$ cat src/hdl/gpr_pkg.sv
// Shared types, constants and register map of the GPIO port register block.
package gpr_pkg;

    // Number of pins in the port (1 to 16).
    localparam int PIN_COUNT = 16;

    localparam logic [15:0] PIN_MASK = 16'((32'd1 << PIN_COUNT) - 32'd1);
    localparam logic [31:0] MUX_MASK = 32'((64'd1 << (2 * PIN_COUNT)) - 64'd1);

    // Word offsets (byte offset / 4) of the register window.
    localparam logic [3:0] WORD_FER       = 4'd0;
    localparam logic [3:0] WORD_FER_SET   = 4'd1;
    localparam logic [3:0] WORD_FER_CLR   = 4'd2;
    localparam logic [3:0] WORD_DATA      = 4'd3;
    localparam logic [3:0] WORD_DATA_SET  = 4'd4;
    localparam logic [3:0] WORD_DATA_CLR  = 4'd5;
    localparam logic [3:0] WORD_DIR       = 4'd6;
    localparam logic [3:0] WORD_DIR_SET   = 4'd7;
    localparam logic [3:0] WORD_DIR_CLR   = 4'd8;
    localparam logic [3:0] WORD_INEN      = 4'd9;
    localparam logic [3:0] WORD_INEN_SET  = 4'd10;
    localparam logic [3:0] WORD_INEN_CLR  = 4'd11;
    localparam logic [3:0] WORD_MUX       = 4'd12;

    typedef enum logic [2:0] {
        GRP_FER,
        GRP_DATA,
        GRP_DIR,
        GRP_INEN,
        GRP_MUX
    } reg_group_t;

    typedef enum logic [1:0] {
        WR_PLAIN,
        WR_SET,
        WR_CLEAR
    } wr_kind_t;

    // One bus request.
    typedef struct packed {
        logic        write;
        logic [5:0]  address;
        logic [31:0] write_data;
        logic [15:0] pin_levels;
    } req_t;

    // Decoded address.
    typedef struct packed {
        logic       err;
        reg_group_t group;
        wr_kind_t   kind;
    } dec_t;

    // One result.
    typedef struct packed {
        logic [31:0] read_data;
        logic        access_error;
        logic [15:0] pin_drive;
        logic [15:0] pin_output_enable;
        logic [15:0] function_enable;
        logic [31:0] mux_select;
    } rsp_t;

endpackage

$ cat src/hdl/gpr_decode.sv
// Address decoder: splits a byte offset into register group and write kind.
module gpr_decode (
    input  logic [5:0]    address,
    output gpr_pkg::dec_t dec
);

    logic [3:0] word;

    assign word = address[5:2];

    // Misaligned or past the mux register is an error; otherwise map the word.
    always_comb
    begin
        dec.err = (address[1:0] != 2'd0) || (word > gpr_pkg::WORD_MUX);

        case (word)
            gpr_pkg::WORD_FER, gpr_pkg::WORD_FER_SET, gpr_pkg::WORD_FER_CLR:
                dec.group = gpr_pkg::GRP_FER;
            gpr_pkg::WORD_DATA, gpr_pkg::WORD_DATA_SET, gpr_pkg::WORD_DATA_CLR:
                dec.group = gpr_pkg::GRP_DATA;
            gpr_pkg::WORD_DIR, gpr_pkg::WORD_DIR_SET, gpr_pkg::WORD_DIR_CLR:
                dec.group = gpr_pkg::GRP_DIR;
            gpr_pkg::WORD_INEN, gpr_pkg::WORD_INEN_SET, gpr_pkg::WORD_INEN_CLR:
                dec.group = gpr_pkg::GRP_INEN;
            gpr_pkg::WORD_MUX:
                dec.group = gpr_pkg::GRP_MUX;
            default:
                dec.group = gpr_pkg::GRP_FER;
        endcase

        case (word)
            gpr_pkg::WORD_FER_SET, gpr_pkg::WORD_DATA_SET,
            gpr_pkg::WORD_DIR_SET, gpr_pkg::WORD_INEN_SET:
                dec.kind = gpr_pkg::WR_SET;
            gpr_pkg::WORD_FER_CLR, gpr_pkg::WORD_DATA_CLR,
            gpr_pkg::WORD_DIR_CLR, gpr_pkg::WORD_INEN_CLR:
                dec.kind = gpr_pkg::WR_CLEAR;
            default:
                dec.kind = gpr_pkg::WR_PLAIN;
        endcase
    end

endmodule

$ cat src/hdl/gpr_regs.sv
// Port state registers, their update and the result of one request.
module gpr_regs (
    input  logic           clk,
    input  logic           rst_n,
    input  logic           update,
    input  gpr_pkg::req_t  req,
    input  gpr_pkg::dec_t  dec,
    output gpr_pkg::rsp_t  rsp
);

    logic [15:0] fer_reg,  fer_next;
    logic [15:0] data_reg, data_next;
    logic [15:0] dir_reg,  dir_next;
    logic [15:0] inen_reg, inen_next;
    logic [31:0] mux_reg,  mux_next;

    logic [15:0] cur;
    logic [15:0] mask;
    logic [15:0] wr_val;
    logic [15:0] levels;
    logic [15:0] data_rd;
    logic [31:0] rd;
    logic        do_write;

    assign mask     = req.write_data[15:0] & gpr_pkg::PIN_MASK;
    assign levels   = req.pin_levels & gpr_pkg::PIN_MASK;
    assign do_write = req.write && !dec.err;

    // Select the addressed 16-bit register.
    always_comb
    begin
        case (dec.group)
            gpr_pkg::GRP_FER:  cur = fer_reg;
            gpr_pkg::GRP_DATA: cur = data_reg;
            gpr_pkg::GRP_DIR:  cur = dir_reg;
            gpr_pkg::GRP_INEN: cur = inen_reg;
            default:           cur = 16'd0;
        endcase
    end

    // Plain, set or clear write value.
    always_comb
    begin
        case (dec.kind)
            gpr_pkg::WR_PLAIN: wr_val = mask;
            gpr_pkg::WR_SET:   wr_val = (cur | mask) & gpr_pkg::PIN_MASK;
            gpr_pkg::WR_CLEAR: wr_val = cur & ~mask & gpr_pkg::PIN_MASK;
            default:           wr_val = mask;
        endcase
    end

    // Next state of every register.
    always_comb
    begin
        fer_next  = fer_reg;
        data_next = data_reg;
        dir_next  = dir_reg;
        inen_next = inen_reg;
        mux_next  = mux_reg;
        if (do_write)
        begin
            case (dec.group)
                gpr_pkg::GRP_FER:  fer_next  = wr_val;
                gpr_pkg::GRP_DATA: data_next = wr_val;
                gpr_pkg::GRP_DIR:  dir_next  = wr_val;
                gpr_pkg::GRP_INEN: inen_next = wr_val;
                gpr_pkg::GRP_MUX:  mux_next  = req.write_data & gpr_pkg::MUX_MASK;
                default:           mux_next  = mux_reg;
            endcase
        end
    end

    // Output pins report the latch, input-enabled pins the sampled level.
    assign data_rd = (data_reg & dir_reg) | (levels & inen_reg & ~dir_reg);

    // Read data; writes and errors return zero.
    always_comb
    begin
        rd = 32'd0;
        if (!req.write && !dec.err)
        begin
            case (dec.group)
                gpr_pkg::GRP_FER:  rd = {16'd0, fer_reg};
                gpr_pkg::GRP_DATA: rd = {16'd0, data_rd};
                gpr_pkg::GRP_DIR:  rd = {16'd0, dir_reg};
                gpr_pkg::GRP_INEN: rd = {16'd0, inen_reg};
                gpr_pkg::GRP_MUX:  rd = mux_reg;
                default:           rd = 32'd0;
            endcase
        end
    end

    // Result reflects the state after the request.
    assign rsp.read_data         = rd;
    assign rsp.access_error      = dec.err;
    assign rsp.pin_drive         = data_next;
    assign rsp.pin_output_enable = dir_next & ~fer_next;
    assign rsp.function_enable   = fer_next;
    assign rsp.mux_select        = mux_next;

    // State registers.
    always_ff @(posedge clk or negedge rst_n)
    begin
        if (!rst_n)
        begin
            fer_reg  <= 16'd0;
            data_reg <= 16'd0;
            dir_reg  <= 16'd0;
            inen_reg <= 16'd0;
            mux_reg  <= 32'd0;
        end
        else if (update)
        begin
            fer_reg  <= fer_next;
            data_reg <= data_next;
            dir_reg  <= dir_next;
            inen_reg <= inen_next;
            mux_reg  <= mux_next;
        end
    end

endmodule

$ cat src/hdl/gpio_port_register_block.sv
// Top level of the GPIO port register block: request register, update logic, result register.
//
// One GPIO port of 16 pins behind a 64-byte register window. Each request on the
// slave stream (s_tuser = 1 for a write, 0 for a read; s_tdata = offset, write data,
// sampled pin levels) yields exactly one result on the master stream: read data,
// an error flag in m_tuser for a misaligned or unmapped offset, and the pin-side
// outputs as they stand after the request.
// The request register loads at the edge that accepts a request, and the
// decode/update logic loads the result register once that register is free,
// which raises m_tvalid; the result is then held there until it is taken.
// Throughput is one request per cycle while m_tready does not stall the result
// stage; the register state is updated as a request moves into the result
// register, so consecutive requests see each other's writes in order.
// Reset clears all port registers (every pin a plain input, no alternate function)
// and empties both pipeline stages.
// When the receiver holds m_tready low the result stays in place, the request
// stage fills, and then s_tready drops until the result is taken.
module gpio_port_register_block (
    input  logic         clk,
    input  logic         rst_n,
    input  logic         s_tvalid,
    output logic         s_tready,
    input  logic [55:0]  s_tdata,   // address[5:0], write_data[37:6], pin_levels[53:38], zero pad
    input  logic         s_tuser,   // operation: 1 write, 0 read
    output logic         m_tvalid,
    input  logic         m_tready,
    output logic [111:0] m_tdata,   // read_data[31:0], pin_drive[47:32],
                                    // pin_output_enable[63:48], function_enable[79:64],
                                    // mux_select[111:80]
    output logic         m_tuser    // access_error
);

    logic          in_valid_reg;
    gpr_pkg::req_t req_reg;
    logic          out_valid_reg;
    gpr_pkg::rsp_t rsp_reg;

    gpr_pkg::dec_t dec;
    gpr_pkg::rsp_t rsp;
    logic          out_free;
    logic          advance;

    assign out_free = !out_valid_reg || m_tready;
    assign advance  = in_valid_reg && out_free;
    assign s_tready = !in_valid_reg || out_free;

    gpr_decode u_decode (
        .address (req_reg.address),
        .dec     (dec)
    );

    gpr_regs u_regs (
        .clk    (clk),
        .rst_n  (rst_n),
        .update (advance),
        .req    (req_reg),
        .dec    (dec),
        .rsp    (rsp)
    );

    // Request stage valid.
    always_ff @(posedge clk or negedge rst_n)
    begin
        if (!rst_n)
        begin
            in_valid_reg <= 1'b0;
        end
        else if (s_tready)
        begin
            in_valid_reg <= s_tvalid;
        end
    end

    // Request payload.
    always_ff @(posedge clk)
    begin
        if (s_tvalid && s_tready)
        begin
            req_reg.write      <= s_tuser;
            req_reg.address    <= s_tdata[5:0];
            req_reg.write_data <= s_tdata[37:6];
            req_reg.pin_levels <= s_tdata[53:38];
        end
    end

    // Result stage valid.
    always_ff @(posedge clk or negedge rst_n)
    begin
        if (!rst_n)
        begin
            out_valid_reg <= 1'b0;
        end
        else if (out_free)
        begin
            out_valid_reg <= in_valid_reg;
        end
    end

    // Result payload.
    always_ff @(posedge clk)
    begin
        if (advance)
        begin
            rsp_reg <= rsp;
        end
    end

    assign m_tvalid = out_valid_reg;
    assign m_tuser  = rsp_reg.access_error;
    assign m_tdata  = {rsp_reg.mux_select, rsp_reg.function_enable,
                       rsp_reg.pin_output_enable, rsp_reg.pin_drive, rsp_reg.read_data};

endmodule

$ cat config.mk
export PLATFORM = sky130hd
export DESIGN_NAME = gpio_port_register_block
export DESIGN_NICKNAME = d
export VERILOG_FILES = /design/src/hdl/gpr_pkg.sv /design/src/hdl/gpr_decode.sv /design/src/hdl/gpr_regs.sv /design/src/hdl/gpio_port_register_block.sv
export SDC_FILE = /design/constraint.sdc
export NUM_CORES = 1
export LEC_CHECK = 0
export BUFFER_PORTS_ARGS = -buffer_cell sky130_fd_sc_hd__buf_2
export CORE_ASPECT_RATIO = 1.25
export CORE_MARGIN = 3
export CORE_UTILIZATION = 50
export DETAILED_ROUTE_END_ITERATION = 6
export PLACE_DENSITY = 0.68
export SETUP_SLACK_MARGIN = 0.1
export SYNTH_ARGS = -nofsm -noshare
export SYNTH_HDL_FRONTEND = slang
export SYNTH_SLANG_ARGS = --single-unit
$ cat constraint.sdc
create_clock -name clk -period 12.45 [get_ports clk]
set_clock_uncertainty 0.1 [all_clocks]
set_input_delay 2.49 -clock clk [delete_from_list [all_inputs] [get_ports clk]]
set_output_delay 2.49 -clock clk [all_outputs]
set_load 0.01 [all_outputs]
=== Word-level counts from Yosys, hierarchy flattened ===
Memories as Yosys holds them, arrays and structs flattened. A register that Yosys moved wholly into a read port is not among the register bits.
Cells that the tools add are included.
W data, S select, Z words.

* Eq/ne operators: 6
* Multiplexer cells: 13
* $lt $le $gt $ge: 1
* Bitwise operators: 10
* Reduce and logical (&&, ||, !) cells: 14

{| class="wikitable"
|+ Operators with widths
! kind !! count
|-
| $pmux W32 S5 || 1
|-
| $mux W16 || 6
|-
| $and A16 B16 Y16 || 5
|-
| $mux W32 || 2
|-
| $pmux W16 S4 || 1
|-
| $not A16 Y16 || 3
|-
| $or A16 B16 Y16 || 2
|-
| $pmux W16 S2 || 1
|-
| $mux W4 || 2
|-
| $eq A3 B2 Y1 const B || 2
|-
| $gt A4 B4 Y1 const B || 1
|-
| $logic_and A1 B1 Y1 || 4
|-
| $logic_not A1 Y1 || 4
|-
| $eq A3 B1 Y1 const B || 1
|-
| $eq A3 B3 Y1 const B || 1
|-
| $logic_not A3 Y1 || 1
|-
| $logic_or A1 B1 Y1 || 3
|-
| $reduce_and A3 Y1 || 1
|-
| $eq A2 B1 Y1 const B || 1
|-
| $eq A2 B2 Y1 const B || 1
|-
| $reduce_bool A2 Y1 || 1
|}

* Memory bits (read-only): 80
* Memories: 2
* Output and inout port bits: 115
* Input port bits: 61
* Bits in registers: 266
* Word-level logic and storage cells: 63

{| class="wikitable"
|+ Memories
! name !! depth !! width !! read ports !! clocked after memory_dff !! write ports !! RTL line !! text
|-
| (name not given) || 16 || 3 || 1 || 1 || 0 || gpr_decode.sv:16 || <nowiki>case (word)</nowiki>
|-
| (name not given) || 16 || 2 || 1 || 1 || 0 || gpr_decode.sv:31 || <nowiki>case (word)</nowiki>
|}

=== Longest topological paths before layout ===
Gate-level depths: netlist (run 1).

* Word-level depth: 8
* Mapped depth: 9
* Mapped depth without buffers: 8

=== By module ===
A second synthesis (run 1) with hierarchy kept.

* Cell total of the unflattened synthesis: 954
* Area total of the unflattened synthesis: 12090.3 sq um

{| class="wikitable"
|+ By module, submodules not included
! module !! seq. area each (sq um) !! cells each !! area each (sq um) !! times used
|-
| gpr_regs || 2402.3 || 753 || 6754.0 || 1
|-
| gpio_port_register_block || 5094.9 || 176 || 5148.7 || 1
|-
| gpr_decode || 0.0 || 25 || 187.7 || 1
|}

=== Least setup slack after synthesis (run 1) ===
OpenSTA, ideal clock, no wires.

* Kind: input -> register
* Start point: input m_tready
* End point: register u_regs.dir_reg[10]
* Stages on the path: 6
* Required time: 12.225 ns
* Buffers on the path: 1
* Arrival: 6.879 ns
* Slack: 5.346 ns
* Library setup time: 0.125 ns
* Cells stage by stage: nand2b_1 > and2_1 > nand2_2 > nor3_4 > buf_4 > mux2_2

* Cells in the longest elaborated chain, start to end: 2

{| class="wikitable"
|+ RTL lines
! item !! RTL line !! text
|-
| start, declared || gpio_port_register_block.sv:26 || <nowiki>input logic m_tready,</nowiki>
|-
| $logic_or A1 B1 Y1 || gpio_port_register_block.sv:43 || <nowiki>assign out_free = !out_valid_reg || m_tready;</nowiki>
|-
| $logic_and A1 B1 Y1 || gpio_port_register_block.sv:44 || <nowiki>assign advance = in_valid_reg && out_free;</nowiki>
|-
| net advance || gpio_port_register_block.sv:41 || <nowiki>logic advance;</nowiki>
|-
| end signal, assigned || gpr_regs.sv:116 || <nowiki>dir_reg <= dir_next;</nowiki>
|-
| end, declared || gpr_regs.sv:13 || <nowiki>logic [15:0] dir_reg, dir_next;</nowiki>
|}

The timed path passes the listed nets, and every way through them passes these cells.
A chain may end at the register's enable or synchronous reset.

=== Worst setup path after layout (run 1) ===
* Start point: input m_tready
* End point: output s_tready

* Cells in the longest elaborated chain, start to end: 2

{| class="wikitable"
|+ RTL lines
! item !! RTL line !! text
|-
| $logic_or A1 B1 Y1 || gpio_port_register_block.sv:43 ||
|-
| $logic_or A1 B1 Y1 || gpio_port_register_block.sv:45 || <nowiki>assign s_tready = !in_valid_reg || out_free;</nowiki>
|-
| end, declared || gpio_port_register_block.sv:22 || <nowiki>output logic s_tready,</nowiki>
|}

Every way passes these cells.

==> results.py, run 1 <==
metrics = {
    "status": {
        "outcome": "completed",
    },
    "placement": {
        "gp_congestion": 0.811,
        "pre_cts_ws_ps": 6930,
        "dpl-instance-area_um2": 12900,
        "io_buffer_count": 173,
        "dpl.hpwl_um": 16700,
    },
    "grt": {
        "grt_pass1_vias": 7250,
        "grt_pass1_wl_um": 40800,
        "track_usage_pct": 20.5,
        "grt_start_max_net_pins": 63,
        "grt-ovfl-total": 0,
        "antenna_found_initial": 1,
    },
    "floorplanning": {
        "fp-row-count": 62,
        "start_util_pct": 51.3,
        "ios": 176,
        "die_h_um": 178,
        "dieWidth_um": 144,
        "die-area_um2": 25700,
        "core_area_um2": 23200,
    },
    "route": {
        "route.detailed.drc": 0,
        "via_count": 7247,
        "via_per_inst": 5.60,
        "wl_um": 26700,
        "drt_pass1_iterations": 6,
        "post_drt_wl_per_cell_um": 20.6,
        "drtIter0Drc": 545,
        "postRouteAntennaNets": 0,
    },
    "yosys": {
        "synth_enable_flop_cells": 168,
        "synthTopCellsByCount": "edfxtp_1 (168), mux2_2 (110), dfrtp_1 (98), nand2_1 (67), o21ai_0 (50)",
        "synth_top_cell_by_area": "edfxtp_1",
        "synth_area_um2": 11900,
        "ys.flop_type": "edfxtp_1",
        "ys_types": 50,
        "synth-seq-cells": 271,
        "syn-instance-count": 815,
        "synthArstFlopShare_pct": 36.2,
        "synth_area_leaders": "edfxtp_1 (42%), dfrtp_1 (21%), mux2_2 (10%), mux2i_1 (2.9%), mux2_1 (2.7%)",
        "yosysTopAreaCellShare_pct": 42.4,
        "yosysWarnings": 0,
        "synth.most_common_cell": "edfxtp_1",
        "yosysSeqAreaShare_pct": 63.9,
        "postSynthAreaPerCell_um2": 14.6,
        "synth_fp_nets": 882,
    },
    "sta": {
        "finalSetupViolations": 0,
        "finalHoldViolations": 0,
        "fin_crit_sh_pct": 44.3,
        "timing.fmax_ghz": 0.181,
        "slew_headroom_pct": 23.9,
        "min_period_ps": 5520,
        "maxSlewViolCount": 0,
        "grt_setup_unrepaired": "false",
        "fin_ws_ps": 6930,
        "worst_pin_slew_ps": 1140,
        "fin_tns_setup_ps": 0,
    },
    "cells_and_area": {
        "multiInputGateArea_um2": 3910,
        "final-seq-area_um2": 7600,
        "largest_reg_flops": 112,
        "area_growth_pct": 16.4,
        "utilization_pct": 59.7,
        "fin_area_um2": 13800,
        "final_nets": 1051,
        "drive_gt1_share_pct": 38.5,
        "fillerInstances": 1823,
    },
    "critical_path": {
        "cp_data_arrival_time_ps": 2930,
        "cp-start-kind": "input port",
        "worst-path-max-fanout": 3,
        "crit_type": "in2out",
        "cp-end-kind": "primary output",
        "crit_required_ps": 9860,
    },
    "clock_tree": {
        "cts_hold_buffers": 0,
        "cts_buffers": 28,
        "cts_tree": "done",
        "clk_latency_ps": 530,
        "clkTransAtPathRegs_ps": 60,
        "clockBufferDepth": 3,
        "post_cts_buffers": 0,
        "clock_sinks": 271,
        "htree_levels": 1,
        "root_buffer": "clkbuf_16",
        "cts.repair.resized": 0,
    },
    "power": {
        "ir_worst_vdd_uv": 99.4,
        "p_per_area_nw_per_um2": 174,
        "power_mw": 2.41,
        "p_leak_nw": 5.87,
    },
    "flow_run": {
        "cap_viol_max_count": 0,
    },
    "worst_hold_path": {
        "hp-class": "reg2reg",
    },
}
routing by layer:
metal / wire length, um / vias up / track usage, %
li1: - / 3408 / -
met1: 11300 / 3571 / 28.1
met2: 13100 / 224 / 34.3
met3: 1560 / 44 / 3.22
met4: 617 / 0 / 5.57
met5: 0 / - / 0
cell families (layout without fill, tap and decap cells):
group,count (synthesis),after routing,synth area share (%)
DFF,271,271,63.9
muxes,184,184,17.4
and+or+nand+nor,159,159,6.93
AOI/OAI and AO/OA,124,124,7.91
buffers and inverters,71,262,3.30
adders and majority gates,6,6,0.631
other,0,1,0
per-stage QoR:
step,hold slack (ps),instances
after floorplan,349,815
after global placement,365,1242
after detailed placement,385,1242
after CTS,396,1294
after global routing,429,1295
final,394,1295
where the power goes:
group          internal (mW)  switching, mW  total, mW
sequential              1.09         0.0833       1.18
clock                  0.481          0.344      0.825
combinational          0.183          0.228      0.411
final cells by class:
cell class                      count  area share, %
Multi-Input combinational cell    473           28.2
Tap cell                          288           2.60
Timing Repair Buffer              183           6.81
Inverter                           27          0.750
Clock inverter                     17           1.14
Clock buffer                       35           5.55
Sequential cell                   271           54.9
Antenna cell                        1         0.0181
cells in the final DEF, fill, tap and decap left out, types with 20 or more instances in the layout:
cell,count
nand2_1,67
inv_1,23
mux2_2,110
mux2i_1,35
buf_2,172
o21ai_0,50
nor2_1,20
edfxtp_1,168
clkbuf_16,29
mux2_1,29
dfrtp_1,98
worst paths after layout:
kind / startpoint / end / slack (ps) / cells after the start
max: m_tready / s_tready / 6930 / 3
min: in_valid_reg / m_tvalid / 390 / 1
max reg2reg: u_decode.dec[2] / m_tdata[42] / 9120 / 6
min reg2reg: in_valid_reg / m_tvalid / 390 / 1
max in group asynchronous: rst_n / u_regs.inen_reg[15] / 9160 / 2
min in group asynchronous: rst_n / m_tvalid / 1880 / 1
critical path: stages:
cell and delay, ps:
buf_2 100, nand3b_1 180, buf_2 160
Power figures use the tool's default switching activity.
==> inputs of run 2 (changes only) <==
==> constraint.sdc (replaced) <==
create_clock -name clk -period 5.7 [get_ports clk]
set_clock_uncertainty 0.1 [all_clocks]
set_input_delay 1.14 -clock clk [delete_from_list [all_inputs] [get_ports clk]]
set_output_delay 1.14 -clock clk [all_outputs]
set_load 0.01 [all_outputs]
==> run 2 against run 1 <==
Core utilization up 0.070 points. Critical path depth up 3. Combinational power up 120%. Worst setup slack worse by 4700 ps. Die area unchanged. Register-to-register slack worse by 6900 ps. Wire length down 1.6%. Non-clock buffer count unchanged. Cell area up 0.12%. Flip-flop and latch count unchanged. Critical path type is now reg2reg. Critical endpoint is now m_tdata[42]. Highest routed layer unchanged.
==> results.py, run 2 (synthesis results as in run 1) <==
metrics = {
    "status": {
        "outcome": "completed",
    },
    "flow_run": {
        "cap_viol_max_count": 0,
    },
    "clock_tree": {
        "clock_sinks": 271,
        "clockBufferDepth": 3,
        "htree_levels": 1,
        "clkTransAtPathRegs_ps": 70,
        "cts_hold_buffers": 0,
        "cts_buffers": 26,
        "clk_latency_ps": 540,
        "cts_tree": "done",
        "post_cts_buffers": 0,
        "cts.repair.resized": 0,
        "root_buffer": "clkbuf_16",
    },
    "cells_and_area": {
        "largest_reg_flops": 112,
        "fin_area_um2": 13900,
        "insertedDiodeCount": 0,
        "final_nets": 1049,
        "drive_gt1_share_pct": 38.7,
        "layout_commonest_cell": "buf_2",
        "area_growth_pct": 16.5,
        "final_cell_mix": "buf_2 (172), edfxtp_1 (168), mux2_2 (110)",
    },
    "route": {
        "drt_pass1_iterations": 5,
        "postRouteAntennaNets": 0,
        "drt-met1-wl_um": 11100,
        "top_layer": "met4",
        "route.detailed.drc": 0,
        "wl_um": 26200,
        "post_drt_wl_per_cell_um": 20.3,
        "dr_wl_met3_um": 1320,
        "drtIter0Drc": 570,
        "dr_wl_met2_um": 13300,
        "via_per_inst": 5.59,
        "via_count": 7217,
    },
    "sta": {
        "fin_tns_setup_ps": 0,
        "finalHoldViolations": 0,
        "timing.fmax_ghz": 0.288,
        "grt_setup_unrepaired": "false",
        "slew_headroom_pct": 22.4,
        "worst_pin_slew_ps": 1160,
        "finalSetupViolations": 0,
        "min_period_ps": 3470,
        "fin_crit_sh_pct": 60.9,
        "maxSlewViolCount": 0,
    },
    "power": {
        "p_sw_mw": 1.43,
        "power.internal_mw": 3.91,
        "p_leak_nw": 5.87,
        "combPwrFrac_pct": 16.6,
        "switching_share_pct": 26.8,
        "p_per_area_nw_per_um2": 385,
        "ir_worst_vdd_uv": 336,
        "p_clk_share_pct": 35.0,
        "seqPwrFrac_pct": 48.4,
    },
    "critical_path": {
        "cp_data_arrival_time_ps": 3670,
        "worst-path-max-fanout": 40,
        "cp-startpoint": "u_decode.dec[2]",
        "cp-start-kind": "register",
        "cp-end-kind": "register",
        "r2r-end": "m_tdata[42]",
        "critPathCapture": "m_tdata[42]",
        "worstRegToRegCells": 6,
        "crit_required_ps": 5890,
        "crit_type": "reg2reg",
        "rrSetupSlack_ps": 2230,
        "rr_startpoint": "u_decode.dec[2]",
    },
    "placement": {
        "gp_congestion": 0.843,
        "io_buffer_count": 173,
        "dpl.hpwl_um": 16800,
        "dpl-instance-area_um2": 12900,
    },
    "floorplanning": {
        "dieWidth_um": 144,
        "fp-row-count": 62,
        "core_area_um2": 23200,
        "die-area_um2": 25700,
        "start_util_pct": 51.3,
        "die_h_um": 178,
        "ios": 176,
    },
    "grt": {
        "grt_pass1_wl_um": 40300,
        "track_usage_pct": 20.2,
        "grt-ovfl-total": 0,
        "antenna_found_initial": 0,
        "grt_pass1_vias": 7206,
        "grt_start_max_net_pins": 63,
    },
    "worst_hold_path": {
        "hp-class": "reg2reg",
    },
}
==> run 2: worst min path at each step <==
stage / from / endpoint / slack, ps / cells after the start
6_report: in_valid_reg / m_tvalid / 400 / 1
5_1_grt: req_reg[33] / u_regs.mux_reg[17] / 420 / 1
4_1_cts: req_reg[34] / u_regs.mux_reg[18] / 400 / 1
3_5_place_dp: req_reg[34] / u_regs.mux_reg[18] / 390 / 1
3_3_place_gp: in_valid_reg / m_tvalid / 370 / 1
2_1_floorplan: in_valid_reg / m_tvalid / 350 / 1
==> run 2: area by class of cell <==
| type | instances | area (um2) |
|---|---|---|
| inverters | 27 | 104 |
| clock buffers | 31 | 709 |
| clock inverters | 17 | 235 |
| flip-flops and latches | 271 | 7600 |
| repair buffers | 183 | 943 |
| multi-input cells | 473 | 3910 |
| well taps | 288 | 360 |
| fillers | 1795 | 9340 |
==> run 2: worst max-delay path, cell delays in order, from the launching register on <==
cell     delay (ps)
dfxtp_1         310
buf_4           380
inv_2           130
nor3_4          760
nand3_1         770
buf_4           450
mux2_2          300
==> run 2: stage by stage <==
step	hold WS, ps	worst slack [ps]	utilization, %	instances	power [mW]
after detailed placement	387	2220	55.7	1242	3.51
after global routing	420	2090	59.8	1290	5.58
after floorplan	349	1440	-	815	3.21
after CTS	402	2200	59.8	1290	5.38
final	396	2230	59.8	1290	5.34
after global placement	367	2270	55.7	1242	3.49
==> run 2: layer usage <==
| layer | track usage (%) | vias to the layer above |
|---|---|---|
| met2 | 34.3 | 224 |
| met3 | 2.63 | 39 |
| met5 | 0 | - |
| met1 | 27.5 | 3559 |
| met4 | 5.73 | 0 |
| li1 | - | 3395 |
==> run 2: power by group through the flow <==
stage / registers [mW] / logic (mW) / clock network [mW]
4_1_cts: 2.58 / 0.895 / 1.90
3_3_place_gp: 2.61 / 0.875 / 0
2_1_floorplan: 2.61 / 0.593 / 0
5_1_grt: 2.61 / 0.978 / 1.99
3_5_place_dp: 2.62 / 0.888 / 0
6_report: 2.58 / 0.888 / 1.87
